===== src/hdl/d2i_pkg.sv =====
// package: rounding mode codes, register addresses and constants for the double to int32 converter
package d2i_pkg;
  typedef enum logic [1:0] {
    RM_NEAREST = 2'd0,
    RM_ZERO    = 2'd1,
    RM_PLUS    = 2'd2,
    RM_MINUS   = 2'd3
  } rmode_e;

  localparam logic [0:0] ADDR_RMODE = 1'b0;
  localparam logic [0:0] ADDR_INVEN = 1'b1;

  localparam logic [31:0] INT_MAX_VAL = 32'h7fff_ffff;
  localparam logic [31:0] INT_MIN_VAL = 32'h8000_0000;
  localparam logic [31:0] HIGH_WORD   = 32'hfff8_0000;

  typedef struct packed {
    logic        write_enable;
    logic        invalid_snan;
    logic        invalid_convert;
    logic        inexact;
    logic        rounded_up;
  } flags_t;
endpackage


===== src/hdl/d2i_core.sv =====
// combinational conversion of one double to int32 with rounding, saturation and flags
module d2i_core import d2i_pkg::*; (
  input  logic [63:0] operand_i,
  input  rmode_e      mode_i,
  input  logic        inv_en_i,
  output logic [63:0] result_o,
  output flags_t      flags_o
);
  logic        neg, is_nan, too_big, exc, inc, inx;
  logic [10:0] ex;
  logic [52:0] m;
  logic [5:0]  sh;
  logic        far;
  logic [32:0] ip;
  logic [33:0] mag;
  logic [52:0] rem_mask, rem, half;
  logic [31:0] value;

  always_comb begin
    neg    = operand_i[63];
    ex     = operand_i[62:52];
    is_nan = (ex == 11'h7ff) && (operand_i[51:0] != '0);
    too_big = ex >= 11'd1055;
    m      = {(ex != '0), operand_i[51:0]};
    // shift counts above 52 leave no integer part
    far    = (ex < 11'd1023);
    sh     = far ? 6'd53 : 6'(11'd1075 - ex);
    ip     = far ? '0 : 33'(m >> sh);
    rem_mask = far ? '1 : ((53'd1 << sh) - 53'd1);
    rem    = m & rem_mask;
    half   = (far || sh == 6'd0) ? '0 : (53'd1 << (sh - 6'd1));
    inx    = (ex != '0 || operand_i[51:0] != '0) && (rem != '0);
    case (mode_i)
      RM_NEAREST: inc = !far && ((rem > half) || (rem == half && ip[0]))
                        || (far && ex == 11'd1022 && operand_i[51:0] != '0);
      RM_ZERO:    inc = 1'b0;
      RM_PLUS:    inc = inx && !neg;
      RM_MINUS:   inc = inx && neg;
      default:    inc = 1'b0;
    endcase
    mag = {1'b0, ip} + {33'd0, inc};
    if (is_nan) begin
      value = INT_MIN_VAL;
      exc   = 1'b1;
    end else if (too_big || (!neg && mag > 34'h7fff_ffff) || (neg && mag > 34'h8000_0000)) begin
      value = neg ? INT_MIN_VAL : INT_MAX_VAL;
      exc   = 1'b1;
    end else begin
      value = neg ? (32'd0 - mag[31:0]) : mag[31:0];
      exc   = 1'b0;
    end
    flags_o.write_enable    = !exc || !inv_en_i;
    flags_o.invalid_snan    = is_nan && !operand_i[51];
    flags_o.invalid_convert = exc;
    flags_o.inexact         = inx && !exc;
    flags_o.rounded_up      = inc && !exc;
    result_o = flags_o.write_enable ?
               {HIGH_WORD[31:1], (value == '0) && neg, value} : '0;
  end
endmodule


===== src/hdl/double_to_int32_convert.sv =====
// top level: config registers, input register, conversion logic and result register
// the result strobe follows start through two registers: the input register, then the result register
// throughput: one item per cycle; busy is always low
// reset: rounding mode nearest, invalid enable off, no result pending
// the receiver cannot stall, so results are shown for exactly one cycle
module double_to_int32_convert import d2i_pkg::*; (
  input  logic        clk_i,
  input  logic        rst_ni,
  input  logic        psel,
  input  logic        penable,
  input  logic        pwrite,
  input  logic [2:2]  paddr,
  input  logic [31:0] pwdata,
  output logic [31:0] prdata,
  output logic        pready,
  input  logic        start,
  output logic        busy,
  input  logic [63:0] operand_bits_i,
  input  logic        truncate_i,
  output logic        result_valid_o,
  output logic [63:0] result_bits_o,
  output logic        write_enable_o,
  output logic        invalid_snan_o,
  output logic        invalid_convert_o,
  output logic        inexact_o,
  output logic        rounded_up_o
);
  rmode_e      rmode_q;
  logic        inv_en_q;
  logic        in_vld_q, out_vld_q;
  logic [63:0] op_q, res_q, res_d;
  logic        trunc_q;
  flags_t      flags_q, flags_d;
  rmode_e      mode;

  assign pready = 1'b1;
  assign busy   = 1'b0;
  // register read mux
  assign prdata = (paddr[2] == ADDR_INVEN) ? {31'd0, inv_en_q} : {30'd0, rmode_q};

  always_ff @(posedge clk_i or negedge rst_ni) begin
    if (!rst_ni) begin
      rmode_q   <= RM_NEAREST;
      inv_en_q  <= 1'b0;
      in_vld_q  <= 1'b0;
      out_vld_q <= 1'b0;
    end else begin
      if (psel && penable && pwrite) begin
        if (paddr[2] == ADDR_RMODE) rmode_q <= rmode_e'(pwdata[1:0]);
        else inv_en_q <= pwdata[0];
      end
      in_vld_q  <= start;
      out_vld_q <= in_vld_q;
    end
  end

  // payload registers
  always_ff @(posedge clk_i) begin
    op_q    <= operand_bits_i;
    trunc_q <= truncate_i;
    res_q   <= res_d;
    flags_q <= flags_d;
  end

  // truncate overrides the configured mode
  assign mode = trunc_q ? RM_ZERO : rmode_q;

  d2i_core u_core (
    .operand_i(op_q),
    .mode_i   (mode),
    .inv_en_i (inv_en_q),
    .result_o (res_d),
    .flags_o  (flags_d)
  );

  assign result_valid_o    = out_vld_q;
  assign result_bits_o     = res_q;
  assign write_enable_o    = flags_q.write_enable;
  assign invalid_snan_o    = flags_q.invalid_snan;
  assign invalid_convert_o = flags_q.invalid_convert;
  assign inexact_o         = flags_q.inexact;
  assign rounded_up_o      = flags_q.rounded_up;
endmodule


===== config.mk =====
export PLATFORM = sky130hd
export DESIGN_NAME = double_to_int32_convert
export DESIGN_NICKNAME = d
export VERILOG_FILES = /design/src/hdl/d2i_pkg.sv /design/src/hdl/d2i_core.sv /design/src/hdl/double_to_int32_convert.sv
export SDC_FILE = /design/constraint.sdc
export NUM_CORES = 1
export LEC_CHECK = 0
export ABC_CLOCK_PERIOD_IN_PS = 11300
export BUFFER_PORTS_ARGS = -buffer_cell sky130_fd_sc_hd__buf_2
export CAP_MARGIN = 20
export CORE_MARGIN = 1.5
export CORE_UTILIZATION = 50
export DETAILED_ROUTE_END_ITERATION = 10
export PLACE_DENSITY = 0.75
export REMOVE_ABC_BUFFERS = 1
export SYNTH_ARGS = -nofsm -noshare
export SYNTH_HDL_FRONTEND = slang
export SYNTH_SLANG_ARGS = --single-unit

===== constraint.sdc =====
create_clock -name clk_i -period 11.3 [get_ports clk_i]
set_input_delay 2.26 -clock clk_i [delete_from_list [all_inputs] [get_ports clk_i]]
set_output_delay 2.26 -clock clk_i [all_outputs]
set_load 0.05 [all_outputs]

=== Word level (Yosys, flattened, before mapping) ===
Cells that the tools add are included.

* Shift-type cells: 3
* Equality and inequality tests: 6
* Add/subtract/negate cells: 5
* $lt $le $gt $ge: 5
* Bitwise logic cells: 2
* Mux-type cells: 14
* Reductions and logical operators: 36

{| class="wikitable"
|+ Operator list
! kind !! number
|-
| two-way mux 32 bit || 4
|-
| two-way mux 53 bit || 2
|-
| left shift 1 x 6 -> 53 bit (first input constant) || 2
|-
| two-way mux 64 bit || 1
|-
| bitwise AND 53 bit || 1
|-
| == test 53 bit || 1
|-
| greater-than comparator 53 bit || 1
|-
| nonzero test 53 bit || 1
|-
| >> shifter 53 x 6 -> 33 bit || 1
|-
| subtractor 53 x 1 -> 53 bit (second input constant) || 1
|-
| nonzero test 52 bit || 1
|-
| adder 33 x 1 -> 34 bit || 1
|-
| greater-than comparator 34 x 31 -> 1 bit (second input constant) || 1
|-
| greater-than comparator 34 x 32 -> 1 bit (second input constant) || 1
|-
| two-way mux 33 bit || 1
|-
| zero test 32 bit || 1
|-
| subtractor 1 x 32 -> 32 bit (first input constant) || 1
|-
| logical AND 1 bit || 16
|-
| == test 11 x 10 -> 1 bit (second input constant) || 1
|-
| == test 11 bit (second input constant) || 1
|-
| greater-or-equal comparator 11 bit (second input constant) || 1
|-
| < comparator 11 x 10 -> 1 bit (second input constant) || 1
|-
| nonzero test 11 bit || 1
|-
| logical OR 1 bit || 7
|-
| other kinds (13) || 21
|}

* Output and inout port bits: 104
* Bits of input ports: 104
* Word-level logic and storage cells: 84
* Bits in registers: 139

=== Logic depth before layout (Yosys ltp) ===
* Depth after elaboration: 22
* Depth in mapped cells: 51
* Depth with buffers taken out: 42

=== Modules after synthesis ===
From an unflattened synthesis, not the netlist that was laid out.

* Cells, all modules: 1,696
* Area total of the unflattened synthesis: 12,995.0 µm²

{| class="wikitable"
|+ Modules (own cells, without submodules)
! module !! cells each !! sequential area each (µm²) !! times used !! area each (µm²)
|-
| d2i_core || 1,514 || 0.0 || 1 || 9,836.9
|-
| double_to_int32_convert || 182 || 2,807.7 || 1 || 3,158.0
|}

=== Worst setup path before layout ===
Ideal clock, no wire load.

* Kind: register -> register
* Start: register op_q[54]
* End: register res_q[32], in the netlist result_bits_o[32]
* Slack: 741 ps
* Required time: 11,197 ps
* Setup time: 103 ps
* Stages on the path, launching flop included: 45
* Path buffers: 6
* Arrival time: 10,455 ps
* Period minus slack after synthesis: 10,559 ps
* Cell sequence: dfxtp_1 buf_6 clkbuf_1 inv_1 ha_1 buf_2 and2_1 a41o_1 clkbuf_1 clkbuf_1 clkbuf_1 nor3_1 inv_1 ha_1 o211ai_1 a21o_1 nor4_1 nand2_1 [9 not listed] a211oi_1 o311a_1 a221oi_1 o21ai_0 a21oi_1 ha_1 o21ai_2 a211o_1 nor4_4 mux2i_1 a221oi_1 or3b_2 or3_1 or4_1 o21ai_0 xor2_1 or4_1 a2111oi_2

* Cells in the longest elaborated chain, start to end: 21

{| class="wikitable"
|+ RTL lines
! item !! RTL line !! source
|-
| from (decl) || double_to_int32_convert.sv:31 || <nowiki>logic [63:0] op_q, res_q, res_d;</nowiki>
|-
| from (signal assigned) || double_to_int32_convert.sv:59 || <nowiki>op_q <= operand_bits_i;</nowiki>
|-
| branches (longest 21 deep; another with subtractor 53 x 1 -> 53 bit) || -- ||
|-
| to (signal assigned) || double_to_int32_convert.sv:61 || <nowiki>res_q <= res_d;</nowiki>
|-
| to (decl) || double_to_int32_convert.sv:31 ||
|}

Parallel ways; which one is timed is not known.
A chain may end at the register's enable or synchronous reset.

=== Final worst setup path ===
* Start: register op_q[55]
* End: register res_q[32], in the netlist result_bits_o[32]

Same word-level chain as after synthesis.

==> impl_results.md <==
* Final WS setup at roughly 780 ps
* Horizontal die dimension at 156 um
* Longest individual stage delay on the worst path at 560 ps
* Detailed placement HPWL at 36700 um
* Via density at 6.60
* Maximum fanout along the worst path at 12
* Largest cells by area after synthesis: dfxtp_1 (18%), mux2i_1 (8.0%), ha_1 (6.4%)
* RSZ-0062 raised after global routing: no
* Number of max-cap violations at 0
* Required time reported for the critical path endpoint at 11580 ps
* #FFs+latches synth at 108
* Final standard cell utilization of the core at 0.584
* DRC violation count after routing at 0
* Clock input transition at the sequential cells of the worst setup and hold paths at 80 ps
* Slowest stage cell, crit path: or4_1
* Residual antenna-violating net count after detailed routing at 0
* Core outline area at 22800 um^2
* Worst min path class: flip-flop to flip-flop
* Total wirelength of the detailed-routed design at ~47000 um
* Pins over their slew limit at 0
* Number of primary I/O pins at 208
* Critical path class: flip-flop to flip-flop
* Post-Syn Instances at 1528
* Pre-CTS WS at ~620 ps
* Violation count after the first detailed-routing iteration at 1772
* Cts bufs inserted at 9
* Worst hold slack at 370 ps
* Dominant register cell in the synthesized netlist: dfxtp_1
* Height of the die at 156 um
* Number of buffers on the longest clock path at 2
* Antenna fix cells at 0
* Count of flip-flops with a built-in enable after synthesis at 0
* First drt pass iteration count at 6
* Final clock skew at around 7.6 ps
* Average footprint of a synthesized cell at between 7 and 8 um^2
* Kind of capture point of the worst setup path: flip-flop
* Pin count of the biggest net entering global routing at 51
* Count of clock tree sinks at approximately 110
* Endpoints failing setup at 0
* Via count of the first global-routing pass at 12100
* Via count at between 10000 and 15000
* Combined global-route utilization of all metal layers at 0.380
* Clock Latency Late Sink at 380 ps
* Net total in the final layout at 1853
* Die outline area at 24400 um^2
* Growth of design area from synthesis to finish at 13.6%
* Crit path top cell by count: buf_4
* Worst-Margin Slew at 1030 ps
* Port Buf Inserts at 127
* Number of warnings reported in the yosys synthesis log at 0
* Layout cells sized above 1 at 0.207
* TritonCTS clock tree: done
* CTS HTree Levels at 3
* Cell type with the highest aggregate area in the netlist: dfxtp_1
* Cell Area, Synth at 11700 um^2
* Ratio of total power to cell area at 115 nW/um^2
* Max FFs per register at 64
* Data arrival time of the critical path at 10790 ps
* Fraction of post-synthesis cell area in the top cell type by area at 0.176
* Master cell of the clock root buffer: clkbuf_16
* Wire length of the first global-routing pass at 70700 um
* VDD IR max at 0.0616 mV
* Site row count at 55
* Max Fclk at 95.1 MHz
* Initial core utilization at 0.514
* Part of the Yosys area used for sequential elements at 0.186
* Number of hold-slack violations in the final timing report at 0
* Critical path startpoint category: flip-flop
* Outcome: finished clean
* Biggest register: op_q
* Static leakage at 5.39 nW
* Global placer's final weighted congestion at roughly 1.1
* Number of fill cells in the layout at 2226
* Congestion Overflow GR at 0
* FFs w/ async S/R, synth at 0.0463
* Rel. slew slack at 0.306
* Mean routed wirelength per cell at 23.4 um
* Share of the clock period used by the worst path at 0.931
* Min cycle time layout at 10520 ps
* Total power after layout at 1.54 mW
* Number of antenna violations at the first check in global routing at 1
* Post-CTS Setup Bufs at 0
* Number of distinct library cells after synthesis at 100
==> layout make-up <==
type	instances	area, um^2	share of cell area
multi-input combinational	1290	8740	0.655
timing repair buffer	259	1650	0.123
sequential	108	2190	0.164
inverter	21	78.8	0.00591
tap	313	392	0.0294
clock inverter	6	60.1	0.00450
clock buffer	10	229	0.0172
==> worst max-delay path, delay by kind of cell (launching register included) <==
kind	cells	cell delay (ps)
compound gates	14	2880
simple gates	14	4330
buf+inv	7	1020
mux	1	140
xor+xnor	2	270
flops	1	510
fa+ha+maj	4	1250
==> stage by stage <==
step,TNS (ps),area [um^2],cells
6_report,0,13300,2007
5_1_grt,0,13300,2007
4_1_cts,0,13300,2005
3_5_place_dp,0,13000,1989
3_3_place_gp,0,13000,1989
2_1_floorplan,-54080,11000,1419
==> report_power, final <==
part	internal (mW)	switching (mW)
registers	0.419	0.0390
clock network	0.155	0.171
logic	0.243	0.511
==> cell usage in the layout, fill, tap and decap left out, types with 13 or more instances in the layout <==
cell type,Yosys,layout
nand2_1,178,178
buf_2,15,129
buf_4,66,128
nor2_1,111,110
dfxtp_1,103,102
mux2i_1,94,94
o21ai_0,82,82
a21oi_1,74,73
ha_1,60,60
conb_1,2,50
nand3_1,49,49
o221ai_1,46,46
nand4_1,44,44
xnor2_1,42,42
nor3_1,40,39
nor4_1,33,32
xor2_1,25,25
o211ai_1,22,22
o21a_1,21,21
inv_1,19,19
and2_1,18,18
and3_1,18,18
o22ai_1,17,17
nand2b_1,16,16
a211oi_1,16,16
nor2b_1,15,14
a21o_1,13,13
==> kinds of logic (layout without fill, tap and decap cells) <==
kind of cell	after synthesis	count (layout)	synth area share
AO/OA/AOI/OAI	410	410	0.250
XOR/XNOR	67	67	0.0500
adder cells (fa/ha/maj)	60	60	0.0639
buffers and inverters	178	296	0.0888
flip-flops	108	108	0.186
multiplexers	111	111	0.0996
other	2	50	0.000640
AND/OR/NAND/NOR	592	592	0.261
==> cells in the mapped netlist, types with 16 or more instances <==
| library cell | count |
|---|---|
| nor3_1 | 40 |
| nor2_1 | 111 |
| clkbuf_1 | 60 |
| o21a_1 | 21 |
| and2_1 | 18 |
| o211ai_1 | 22 |
| dfxtp_1 | 103 |
| a21oi_1 | 74 |
| xor2_1 | 25 |
| ha_1 | 60 |
| buf_4 | 66 |
| nand4_1 | 44 |
| o221ai_1 | 46 |
| nor4_1 | 33 |
| and3_1 | 18 |
| mux2i_1 | 94 |
| xnor2_1 | 42 |
| o22ai_1 | 17 |
| inv_1 | 19 |
| a211oi_1 | 16 |
| o21ai_0 | 82 |
| nand3_1 | 49 |
| nand2b_1 | 16 |
| nand2_1 | 178 |
==> final timing paths <==
kind / from / depth (start not counted) / to / slack (ps)
worst max register to register: op_q[55]$_DFF_P_ / 42 / result_bits_o[32]$_SDFF_PN0_ / 780
worst max-delay path: op_q[55]$_DFF_P_ / 42 / result_bits_o[32]$_SDFF_PN0_ / 780
max in group asynchronous: rst_ni / 1 / rmode_q[0]$_DFFE_PN0P_ / 9490
min in group asynchronous: rst_ni / 1 / in_vld_q$_DFF_PN0_ / 1680
worst min-delay path: in_vld_q$_DFF_PN0_ / 0 / result_valid_o$_DFF_PN0_ / 370
worst min register to register: in_vld_q$_DFF_PN0_ / 0 / result_valid_o$_DFF_PN0_ / 370
==> what timing repair did <==
item	CTS	global route
hold buffers	0	0
resized for setup	0	2
endpoints found under the setup margin	0	14
hold endpoints to repair	0	0
==> layer usage <==
| metal | GRT usage | vias to the layer above | routed length (um) |
|---|---|---|---|
| met5 | 0 | - | 17 |
| met1 | 0.471 | 6142 | 17800 |
| met2 | 0.594 | 886 | 20600 |
| met4 | 0.277 | 2 | 3680 |
| met3 | 0.0673 | 238 | 4850 |
| li1 | - | 5978 | - |
Note: power is estimated with default switching activity, not from simulation.
